[src/rtl/tournament_branch_predictor_unit_assert.svh]
// Assertion macros shared by the tournament branch predictor RTL.
`ifndef TOURNAMENT_BRANCH_PREDICTOR_UNIT_ASSERT_SVH
`define TOURNAMENT_BRANCH_PREDICTOR_UNIT_ASSERT_SVH
`ifndef NO_ASSERTIONS
// Checked at each rising edge, switched off while reset is asserted.
`define TBPU_ASSERT(lbl, clk, rstn, prop) \
  lbl: assert property (@(posedge clk) disable iff (!rstn) prop) \
    else $error("tournament predictor assertion failed");
// Checked at each rising edge, reset included.
`define TBPU_ASSERT_ALWAYS(lbl, clk, prop) \
  lbl: assert property (@(posedge clk) prop) \
    else $error("tournament predictor assertion failed");
`else
`define TBPU_ASSERT(lbl, clk, rstn, prop)
`define TBPU_ASSERT_ALWAYS(lbl, clk, prop)
`endif
`endif

[src/rtl/tbpu_pkg.sv]
// Types, constants and counter helper for the tournament branch predictor.
package tbpu_pkg;

  typedef logic [1:0] ctr_t;

  localparam ctr_t CTR_WEAK_TAKEN   = 2'd2;
  localparam ctr_t CTR_WEAK_NOT_TKN = 2'd1;
  localparam ctr_t CTR_MAX          = 2'd3;
  localparam ctr_t CTR_MIN          = 2'd0;

  localparam int unsigned PC_W         = 24;
  localparam int unsigned IN_TDATA_W   = 32;
  localparam int unsigned OUT_TDATA_W  = 8;
  localparam int unsigned TAKEN_BIT    = 24;
  localparam int unsigned PRED_BIT     = 0;
  localparam int unsigned MISPRED_BIT  = 1;

  // Moves a 2-bit saturating counter one step toward the outcome.
  function automatic ctr_t train_ctr(input ctr_t c, input logic t);
    ctr_t r;
    r = c;
    if (t) begin
      if (c != CTR_MAX) r = c + 2'd1;
    end else begin
      if (c != CTR_MIN) r = c - 2'd1;
    end
    return r;
  endfunction

endpackage

[src/rtl/tournament_branch_predictor_unit.sv]
// Tournament branch predictor: bimodal and gshare tables with a per-address chooser.
//
// One branch (address and actual outcome) enters per beat and one result beat
// leaves for it: the selected prediction, which predictor made it, and whether
// it was wrong. The block takes a new branch every cycle unless the clearing
// pass runs or a result held in the output register waits on out_tready, which
// stalls the second stage and then the input side. The three counter tables sit
// in synchronous memories with registered reads; the second pipeline stage
// computes the prediction, trains the counters and writes them back, and a
// one-entry bypass per table forwards the last write into that table when a
// later branch reads the same entry. After reset the block runs a clearing pass
// over 2**max(GSHARE_INDEX_BITS, BIMODAL_INDEX_BITS, CHOOSER_INDEX_BITS) entries
// (1024 with the default sizes), writing the reset counter values into every
// entry; in_tready stays low until it is done.
module tournament_branch_predictor_unit
  import tbpu_pkg::*;
#(
  parameter int unsigned GSHARE_INDEX_BITS  = 10,
  parameter int unsigned HISTORY_BITS       = 8,
  parameter int unsigned BIMODAL_INDEX_BITS = 5,
  parameter int unsigned CHOOSER_INDEX_BITS = 5
) (
  input  logic                   clk,
  input  logic                   rst_n,
  input  logic                   in_tvalid,
  output logic                   in_tready,
  input  logic [IN_TDATA_W-1:0]  in_tdata,   // [23:0] pc, [24] taken, rest zero
  output logic                   out_tvalid,
  input  logic                   out_tready,
  output logic [OUT_TDATA_W-1:0] out_tdata,  // [0] predicted_taken, [1] mispredicted
  output logic                   out_tuser   // [0] used_gshare
);

`include "tournament_branch_predictor_unit_assert.svh"

  localparam int unsigned GW = GSHARE_INDEX_BITS;
  localparam int unsigned BW = BIMODAL_INDEX_BITS;
  localparam int unsigned CW = CHOOSER_INDEX_BITS;
  localparam int unsigned HW = HISTORY_BITS;
  localparam int unsigned CLR_W = (GW > BW) ? ((GW > CW) ? GW : CW)
                                            : ((BW > CW) ? BW : CW);
  localparam int unsigned GSH_DEPTH = 2 ** GW;
  localparam int unsigned BIM_DEPTH = 2 ** BW;
  localparam int unsigned CHO_DEPTH = 2 ** CW;

  // Counter tables.
  ctr_t gsh_mem [GSH_DEPTH];
  ctr_t bim_mem [BIM_DEPTH];
  ctr_t cho_mem [CHO_DEPTH];

  // Clearing pass state.
  logic             clr_busy_r;
  logic [CLR_W-1:0] clr_idx_r;

  // Global history, newest outcome in the top bit.
  logic [HW-1:0] hist_r, hist_nxt;
  logic [GW-1:0] hist_sh;

  // Input side.
  logic          in_fire;
  logic [PC_W-1:0] in_pc;
  logic          in_taken;
  logic [GW-1:0] gi_in;
  logic [BW-1:0] bi_in;
  logic [CW-1:0] ci_in;

  // Second stage: item whose table reads are in flight.
  logic          s1_vld_r;
  logic          s1_taken_r;
  logic [GW-1:0] s1_gi_r;
  logic [BW-1:0] s1_bi_r;
  logic [CW-1:0] s1_ci_r;
  ctr_t          g_rd_r, b_rd_r, c_rd_r;
  logic          s1_adv;

  // Last write into each table, for forwarding.
  logic          g_lw_vld_r, b_lw_vld_r, c_lw_vld_r;
  logic [GW-1:0] g_lw_addr_r;
  logic [BW-1:0] b_lw_addr_r;
  logic [CW-1:0] c_lw_addr_r;
  ctr_t          g_lw_data_r, b_lw_data_r, c_lw_data_r;

  ctr_t g_cur, b_cur, c_cur;
  logic gsh_pred, bim_pred, use_g, pred;
  logic g_upd, b_upd, c_upd;
  ctr_t g_new, b_new, c_new;

  // Table write ports, shared between the clearing pass and training.
  logic          g_we, b_we, c_we;
  logic [GW-1:0] g_waddr;
  logic [BW-1:0] b_waddr;
  logic [CW-1:0] c_waddr;
  ctr_t          g_wdata, b_wdata, c_wdata;

  // Output register.
  logic                   out_vld_r;
  logic                   out_pred_r, out_used_g_r, out_mis_r;

  assign in_pc    = in_tdata[PC_W-1:0];
  assign in_taken = in_tdata[TAKEN_BIT];

  // The history lands on the upper gshare index bits.
  generate
    if (GW >= HW) begin : g_hist_short
      assign hist_sh = GW'(hist_r) << (GW - HW);
    end else begin : g_hist_long
      assign hist_sh = hist_r[HW-1 -: GW];
    end
  endgenerate

  // Word address is pc[23:2]; each table takes its low bits.
  assign gi_in = in_pc[GW+1:2] ^ hist_sh;
  assign bi_in = in_pc[BW+1:2];
  assign ci_in = in_pc[CW+1:2];

  assign s1_adv    = s1_vld_r && (!out_vld_r || out_tready);
  assign in_tready = !clr_busy_r && (!s1_vld_r || s1_adv);
  assign in_fire   = in_tvalid && in_tready;

  assign hist_nxt = (hist_r >> 1) | (HW'(in_taken) << (HW - 1));

  // Forward the previous write when it hit the entry this item read.
  always_comb begin
    g_cur = (g_lw_vld_r && g_lw_addr_r == s1_gi_r) ? g_lw_data_r : g_rd_r;
    b_cur = (b_lw_vld_r && b_lw_addr_r == s1_bi_r) ? b_lw_data_r : b_rd_r;
    c_cur = (c_lw_vld_r && c_lw_addr_r == s1_ci_r) ? c_lw_data_r : c_rd_r;

    gsh_pred = g_cur[1];
    bim_pred = b_cur[1];
    use_g    = c_cur[1];
    pred     = use_g ? gsh_pred : bim_pred;

    // Only the selected predictor trains; the chooser moves only on disagreement.
    g_upd = s1_adv && use_g;
    b_upd = s1_adv && !use_g;
    c_upd = s1_adv && (gsh_pred != bim_pred);
    g_new = train_ctr(g_cur, s1_taken_r);
    b_new = train_ctr(b_cur, s1_taken_r);
    c_new = train_ctr(c_cur, gsh_pred == s1_taken_r);
  end

  always_comb begin
    if (clr_busy_r) begin
      g_we    = 1'b1;
      b_we    = 1'b1;
      c_we    = 1'b1;
      g_waddr = clr_idx_r[GW-1:0];
      b_waddr = clr_idx_r[BW-1:0];
      c_waddr = clr_idx_r[CW-1:0];
      g_wdata = CTR_WEAK_TAKEN;
      b_wdata = CTR_WEAK_TAKEN;
      c_wdata = CTR_WEAK_NOT_TKN;
    end else begin
      g_we    = g_upd;
      b_we    = b_upd;
      c_we    = c_upd;
      g_waddr = s1_gi_r;
      b_waddr = s1_bi_r;
      c_waddr = s1_ci_r;
      g_wdata = g_new;
      b_wdata = b_new;
      c_wdata = c_new;
    end
  end

  // Tables: one write and one registered read per cycle each.
  always_ff @(posedge clk) begin
    if (g_we) gsh_mem[g_waddr] <= g_wdata;
    if (in_fire) g_rd_r <= gsh_mem[gi_in];
  end

  always_ff @(posedge clk) begin
    if (b_we) bim_mem[b_waddr] <= b_wdata;
    if (in_fire) b_rd_r <= bim_mem[bi_in];
  end

  always_ff @(posedge clk) begin
    if (c_we) cho_mem[c_waddr] <= c_wdata;
    if (in_fire) c_rd_r <= cho_mem[ci_in];
  end

  // Control state.
  always_ff @(posedge clk) begin
    if (!rst_n) begin
      clr_busy_r <= 1'b1;
      clr_idx_r  <= '0;
      hist_r     <= '0;
      s1_vld_r   <= 1'b0;
      out_vld_r  <= 1'b0;
      g_lw_vld_r <= 1'b0;
      b_lw_vld_r <= 1'b0;
      c_lw_vld_r <= 1'b0;
    end else begin
      if (clr_busy_r) begin
        clr_idx_r <= clr_idx_r + 1'b1;
        if (&clr_idx_r) clr_busy_r <= 1'b0;
      end
      if (in_fire) begin
        hist_r   <= hist_nxt;
        s1_vld_r <= 1'b1;
      end else if (s1_adv) begin
        s1_vld_r <= 1'b0;
      end
      if (s1_adv) begin
        out_vld_r <= 1'b1;
      end else if (out_tready) begin
        out_vld_r <= 1'b0;
      end
      if (g_upd) g_lw_vld_r <= 1'b1;
      if (b_upd) b_lw_vld_r <= 1'b1;
      if (c_upd) c_lw_vld_r <= 1'b1;
    end
  end

  // Payload registers.
  always_ff @(posedge clk) begin
    if (in_fire) begin
      s1_taken_r <= in_taken;
      s1_gi_r    <= gi_in;
      s1_bi_r    <= bi_in;
      s1_ci_r    <= ci_in;
    end
    if (g_upd) begin
      g_lw_addr_r <= s1_gi_r;
      g_lw_data_r <= g_new;
    end
    if (b_upd) begin
      b_lw_addr_r <= s1_bi_r;
      b_lw_data_r <= b_new;
    end
    if (c_upd) begin
      c_lw_addr_r <= s1_ci_r;
      c_lw_data_r <= c_new;
    end
    if (s1_adv) begin
      out_pred_r   <= pred;
      out_used_g_r <= use_g;
      out_mis_r    <= pred != s1_taken_r;
    end
  end

  always_comb begin
    out_tdata              = '0;
    out_tdata[PRED_BIT]    = out_pred_r;
    out_tdata[MISPRED_BIT] = out_mis_r;
  end
  assign out_tuser  = out_used_g_r;
  assign out_tvalid = out_vld_r;

  `TBPU_ASSERT(a_no_accept_in_clear, clk, rst_n, clr_busy_r |-> !in_tready)
  `TBPU_ASSERT(a_hist_takes_outcome, clk, rst_n,
               in_fire |=> hist_r[HW-1] == $past(in_tdata[TAKEN_BIT]))
  `TBPU_ASSERT(a_one_predictor_trains, clk, rst_n, !(g_upd && b_upd))
  `TBPU_ASSERT(a_stage_fills_output, clk, rst_n, s1_adv |=> out_tvalid)
  `TBPU_ASSERT(a_clear_blocks_pipe, clk, rst_n, clr_busy_r |-> !s1_vld_r && !out_vld_r)

endmodule
[config.mk]
export PLATFORM = sky130hd
export DESIGN_NAME = tournament_branch_predictor_unit
export DESIGN_NICKNAME = d
export VERILOG_FILES = /design/src/rtl/tbpu_pkg.sv /design/src/rtl/tournament_branch_predictor_unit.sv
export VERILOG_INCLUDE_DIRS = /design/src /design/src/rtl
export SDC_FILE = /design/constraint.sdc
export NUM_CORES = 2
export LEC_CHECK = 0
export BUFFER_PORTS_ARGS = -buffer_cell sky130_fd_sc_hd__buf_2
export CELL_PAD_IN_SITES_DETAIL_PLACEMENT = 0
export CELL_PAD_IN_SITES_GLOBAL_PLACEMENT = 1
export CORE_UTILIZATION = 40
export DETAILED_ROUTE_END_ITERATION = 10
export PLACE_DENSITY_LB_ADDON = 0.1
export SKIP_CTS_REPAIR_TIMING = 1
export SKIP_LAST_GASP = 1
export SLEW_MARGIN = 5
export SYNTH_ARGS = -nofsm -noshare
export SYNTH_HDL_FRONTEND = slang
export SYNTH_SLANG_ARGS = --single-unit
[constraint.sdc]
create_clock -name clk -period 63.2 [get_ports clk]
set_clock_uncertainty 0.15 [all_clocks]
set_input_delay 6.32 -clock clk [delete_from_list [all_inputs] [get_ports clk]]
set_output_delay 6.32 -clock clk [all_outputs]
set_load 0.01 [all_outputs]
### After elaboration in Yosys (flattened, before gate mapping)

Memory sizes are Yosys's and may differ from the RTL's. A register that Yosys moved wholly into a read port is not among the register bits.
Index checks and enable logic that the tools add are counted.

| operators by class | value |
|---|---|
| add/sub/neg operators | 7 |
| equal/unequal tests | 9 |
| mux-type cells | 33 |
| bitwise gates (word level) | 2 |
| reductions and logical operators | 21 |

Operators by type and width:

| operator | number |
|---|---|
| two-way mux 2 bit | 15 |
| two-way mux 1 bit | 16 |
| adder 10 x 1 -> 10 bit (second input constant) | 1 |
| == test 10 bit | 1 |
| == test 5 bit | 2 |
| two-way mux 10 bit | 1 |
| AND reduction 10 bit | 1 |
| nonzero test 2 bit | 5 |
| bitwise XOR 10 bit | 1 |
| logical AND 1 bit | 9 |
| OR 7 x 8 -> 8 bit | 1 |
| adder 2 x 1 -> 2 bit (second input constant) | 3 |
| != test 2 bit (second input constant) | 3 |
| subtractor 2 x 1 -> 2 bit (second input constant) | 3 |
| two-way mux 5 bit | 1 |
| logical NOT 1 bit | 4 |
| logical OR 1 bit | 2 |
| != test 1 bit | 2 |
| == test 1 bit | 1 |

| word-level totals | value |
|---|---|
| bits in registers | 69 |
| RAM bits | 2176 |
| bits of input ports | 36 |
| word-level logic and storage cells | 95 |
| memories | 3 |

Memory list:

| memory | words | bits a word | read ports | clocked after memory_dff | wr ports | line | RTL |
|---|---|---|---|---|---|---|---|
| gsh_mem | 1024 | 2 | 1 | 1 | 1 | tournament_branch_predictor_unit.sv:47 | `ctr_t gsh_mem [GSH_DEPTH];` |
| bim_mem | 32 | 2 | 1 | 1 | 1 | tournament_branch_predictor_unit.sv:48 | `ctr_t bim_mem [BIM_DEPTH];` |
| cho_mem | 32 | 2 | 1 | 1 | 1 | tournament_branch_predictor_unit.sv:49 | `ctr_t cho_mem [CHO_DEPTH];` |

### Depth between registers and ports, before layout

| logic depth | value |
|---|---|
| word-level depth | 8 |
| mapped depth | 15 |

### Least setup slack after synthesis

OpenSTA, ideal clock, no wires.

| path | value |
|---|---|
| path kind | reg2reg |
| start point | register s1_gi_r[0] |
| end point | memory gsh_mem[0][0] (netlist bit), data pin |
| library setup time | 5.184 ns |
| data arrival time | 26.463 ns |
| required time | 57.866 ns |
| path slack | 31.403 ns |
| stages on the path, launching flop included | 10 |
| path through | edfxtp_1 buf_2 xnor2_1 nand4_1 nor3_1 mux2_2 nor2_1 nor2_1 a21oi_1 nor2b_1 |

| on the way | value |
|---|---|
| word-level cells in the longest chain between the ends | 7 |
| elaborated cells between the ends (all ways) | 11 |
| classes of those cells | add/sub (2); eq/ne (2); mux (5); reduce/logical (2) |

Ends and longest elaborated chain:

| element | line | RTL |
|---|---|---|
| start, declared | tournament_branch_predictor_unit.sv:70 | `logic [GW-1:0] s1_gi_r;` |
| start signal, assigned | tournament_branch_predictor_unit.sv:219 | `s1_gi_r <= gi_in;` |
| == test 10 bit * | tournament_branch_predictor_unit.sv:124 | `g_cur = (g_lw_vld_r && g_lw_addr_r == s1_gi_r) ? g_lw_data_r : g_rd_r;` |
| logical AND 1 bit * | tournament_branch_predictor_unit.sv:124 |  |
| two-way mux 2 bit * | tournament_branch_predictor_unit.sv:124 |  |
| subtractor 2 x 1 -> 2 bit (tied with other cells) | tbpu_pkg.sv:25 | `if (c != CTR_MIN) r = c - 2'd1;` |
| two-way mux 2 bit, on equally long branches | tbpu_pkg.sv:25, tbpu_pkg.sv:23 |  |
| two-way mux 2 bit * | tbpu_pkg.sv:22 | `if (t) begin` |
| named net g_new[0] | tournament_branch_predictor_unit.sv:86 | `ctr_t g_new, b_new, c_new;` |
| two-way mux 2 bit * | tournament_branch_predictor_unit.sv:143 | `if (clr_busy_r) begin` |
| named net g_wdata[0] | tournament_branch_predictor_unit.sv:93 | `ctr_t g_wdata, b_wdata, c_wdata;` |
| end, declared | tournament_branch_predictor_unit.sv:47 |  |

The timed path passes the listed nets; every way through them passes the cells marked *.

### Worst setup path in the final report

| path | value |
|---|---|
| start point | input port out_tready |
| end point | output port in_tready |

| on the way | value |
|---|---|
| word-level cells in the longest chain between the ends | 4 |

Ends and longest elaborated chain:

| element | line | RTL |
|---|---|---|
| start, declared | tournament_branch_predictor_unit.sv:29 | `input logic out_tready,` |
| logical OR 1 bit | tournament_branch_predictor_unit.sv:116 | `assign s1_adv = s1_vld_r && (!out_vld_r \|\| out_tready);` |
| logical AND 1 bit | tournament_branch_predictor_unit.sv:116 |  |
| logical OR 1 bit | tournament_branch_predictor_unit.sv:117 | `assign in_tready = !clr_busy_r && (!s1_vld_r \|\| s1_adv);` |
| logical AND 1 bit | tournament_branch_predictor_unit.sv:117 |  |
| end, declared | tournament_branch_predictor_unit.sv:26 | `output logic in_tready,` |

No other way between the ends.

==> impl_metrics.ini <==
[outcome]
status = finished, final reports clean

[route]
via_count = 50600
drc = 0
vias_per_cell = 5.67
routedWlPerCell_um = 28.9
finalWirelength_mm = 258
drt_first_pass_iters = 6
drt_iter0_drc = 4588
drtAntennaViolNets = 0

[min_path]
min_path_type = flop to flop

[worst_setup_path]
critPathLaunchType = input pin
cp_cell_sequence = buf_2 -> nor2b_1 -> a21oi_1 -> buf_2
r2r_setup_slack_ns = 56.86
reg2reg_from = s1_gi_r[0]$_DFFE_PP_
crit_start = out_tready
endpoint = in_tready
critPathSlowestCell = nor2b_1
cpMostUsedCell = buf_2
criticalPathCategory = input pin to output port
reg2regPathDepth = 13
worst-path-max-fanout = 4
r2r_end = gsh_mem[29][0]$_DFFE_PP_
required_ns = 56.73
cp.arrival_ns = 6.93
slowest_delay_ns = 0.22
cp-end-kind = output port

[floorplanning]
start_util = 0.403
io_pins = 47
core_um2 = 230000
die_w_um = 483
die_area_um2 = 234000
rows = 176
die_h_um = 483

[power_and_ir_drop]
p_total_mw = 3.12
clkPwrFrac = 0.451
power_density_nw_per_um2 = 30.1
netSwitchingFraction = 0.208
sequentialPowerShare = 0.517
p_leak_nw = 30.4
ir_worst_vdd_mv = 0.0253
p_switching_mw = 0.650
comb_power_share = 0.032
intPower_mw = 2.47

[cells_and_area]
layout.cells.non_filler = 8930
syn2layout_area_growth_pct = 11.8
fill_cells = 20200
final_area_um2 = 104000
regArea_um2 = 67300
multi_input_area_um2 = 23200
fin_nets = 5739
layout-drive-gt1-share = 0.159

[global_route]
grt_max_degree = 203
grt_pass1_vias = 52300
grt_pass1_wl_mm = 371
grt-ovfl-total = 0
antenna_found_initial = 19
grt_use_total = 0.220

[synth]
yosys.area.top_type = edfxtp_1
synth_top_area_share = 0.721
postSynthAreaPerCell_um2 = 16.2
async_reset_ff_frac = 0
synth_cell_types = 67
synth.yosys.seq_area_share = 0.726
synthCells = 5728
ys.flop_type = edfxtp_1
syn_area_um2 = 92600
synth.area.top_cells = edfxtp_1, mux4_2, mux2i_1
synth_edf_count = 2225
ys_ff_latch = 2249
ys_warn_count = 0

[timing]
period_share = 0.212
tightest_slew_ns = 1.35
fin_crit_ns = 13.40
fmax_ghz = 0.0746
rsz0062_at_grt = false
setup-violations-final = 0
slew_violations = 0
setup_tns_ns = 0
finalHoldViolCount = 0
hold_ws_ns = 0.312
slew_headroom = 0.0985

[place]
place_congestion = 0.781
dpl_cell_area_um2 = 95800
dpl.cell_count = 8488
dp_hpwl_mm = 142
port_buffers = 19

[clock_network]
clock_path_buffers = 3
cts_tree = yes
path_clk_slew_ns = 0.06
cts_root_buf = clkbuf_16
cts.sinks = 2249
numCtsBuffers = 238
htreeDepth = 4
clock_latency_ns = 0.86

[run]
drv_cap = 0
-- through the flow --
| step | setup WS (ns) | util |
|---|---|---|
| global route | 49.76 | 0.450 |
| global placement | 49.80 | 0.416 |
| detailed placement | 49.79 | 0.416 |
| floorplan | 31.40 | - |
| finish | 49.80 | 0.450 |
| CTS | 49.79 | 0.450 |
-- Yosys cell counts, types with 25 or more instances --
library cell,instances
edfxtp_1,2225
nor2_1,1124
mux2i_1,467
mux4_2,330
nand2_1,309
a22oi_1,180
buf_2,170
nand3_1,148
clkbuf_1,140
buf_4,87
nand4_1,56
a31oi_1,32
o21ai_0,30
a21oi_1,27
buf_6,25
-- placed cells by master (no fill, tap or decap), types with 23 or more instances in the layout --
| cell type | Yosys | final |
|---|---|---|
| mux4_2 | 330 | 330 |
| bufinv_16 | 0 | 31 |
| clkinv_1 | 2 | 61 |
| a31oi_1 | 32 | 32 |
| a22oi_1 | 180 | 180 |
| nand4_1 | 56 | 56 |
| edfxtp_1 | 2225 | 2225 |
| o21ai_0 | 30 | 30 |
| nor3_1 | 24 | 24 |
| nand2_1 | 309 | 308 |
| a21oi_1 | 27 | 27 |
| a221oi_1 | 24 | 24 |
| nor2_1 | 1124 | 1117 |
| dfxtp_1 | 24 | 23 |
| clkinv_2 | 0 | 48 |
| buf_4 | 87 | 147 |
| clkbuf_16 | 0 | 245 |
| nand3_1 | 148 | 124 |
| clkbuf_1 | 140 | 34 |
| nand3_2 | 1 | 25 |
| mux2i_1 | 467 | 467 |
-- cell type report --
class	count	area share
Antenna cell	3	0.0000725
Timing Repair Buffer	174	0.0133
Sequential cell	2249	0.650
Multi-Input combinational cell	3018	0.224
Clock buffer	281	0.0607
Tap cell	3026	0.0365
Inverter	21	0.000833
Clock inverter	158	0.0151
-- kinds of logic after synthesis --
| logic type | synth area share |
|---|---|
| mux | 0.133 |
| buf+inv | 0.0267 |
| xor+xnor | 0.00394 |
| fa+ha+maj | 0.000567 |
| flops | 0.726 |
| other cells | 0.0000405 |
| compound gates | 0.0326 |
| simple gates | 0.0764 |
-- power by group through the flow --
| stage | clock network [mW] | registers [mW] | logic [mW] |
|---|---|---|---|
| CTS | 1.44 | 1.62 | 0.101 |
| global placement | 0 | 1.65 | 0.101 |
| finish | 1.41 | 1.62 | 0.100 |
| floorplan | 0 | 1.65 | 0.0606 |
| global route | 1.49 | 1.61 | 0.105 |
| detailed placement | 0 | 1.65 | 0.101 |
-- worst min path at each step --
| stage | from | to | slack (ns) | cells past startpoint |
|---|---|---|---|---|
| global placement | c_lw_vld_r$_SDFFE_PN0P_ | c_lw_vld_r$_SDFFE_PN0P_ | 0.29 | 1 |
| floorplan | b_lw_vld_r$_SDFFE_PN0P_ | b_lw_vld_r$_SDFFE_PN0P_ | 0.28 | 1 |
| global route | g_lw_vld_r$_SDFFE_PN0P_ | g_lw_vld_r$_SDFFE_PN0P_ | 0.33 | 1 |
| finish | b_lw_vld_r$_SDFFE_PN0P_ | b_lw_vld_r$_SDFFE_PN0P_ | 0.31 | 1 |
| detailed placement | b_lw_vld_r$_SDFFE_PN0P_ | b_lw_vld_r$_SDFFE_PN0P_ | 0.30 | 1 |
| CTS | b_lw_vld_r$_SDFFE_PN0P_ | b_lw_vld_r$_SDFFE_PN0P_ | 0.31 | 1 |
-- flip-flops by register name, indices dropped and copies added, names as in the netlist, 2 cells and up --
| signal | count |
|---|---|
| gsh_mem | 2048 |
| bim_mem | 64 |
| cho_mem | 64 |
| clr_idx_r | 10 |
| g_lw_addr_r | 10 |
| s1_gi_r | 10 |
| hist_r | 8 |
| b_lw_addr_r | 5 |
| c_lw_addr_r | 5 |
| s1_ci_r | 3 |
| b_lw_data_r | 2 |
| b_rd_r | 2 |
| c_lw_data_r | 2 |
| c_rd_r | 2 |
| g_lw_data_r | 2 |
| g_rd_r | 2 |
-- per-layer routing --
metal	vias up	GRT usage	wire, um
met2	1367	0.362	125000
met1	26900	0.310	115000
li1	22000	-	-
met4	6	0.0483	4770
met3	298	0.0306	13400
met5	-	0	62
-- critical path: cells and delay by family --
family                 cells  cell delay (ns)
buffers and inverters      2             0.25
and+or+nand+nor            1             0.22
AOI/OAI and AO/OA          1             0.13
Note: power is estimated with default switching activity, not from simulation.
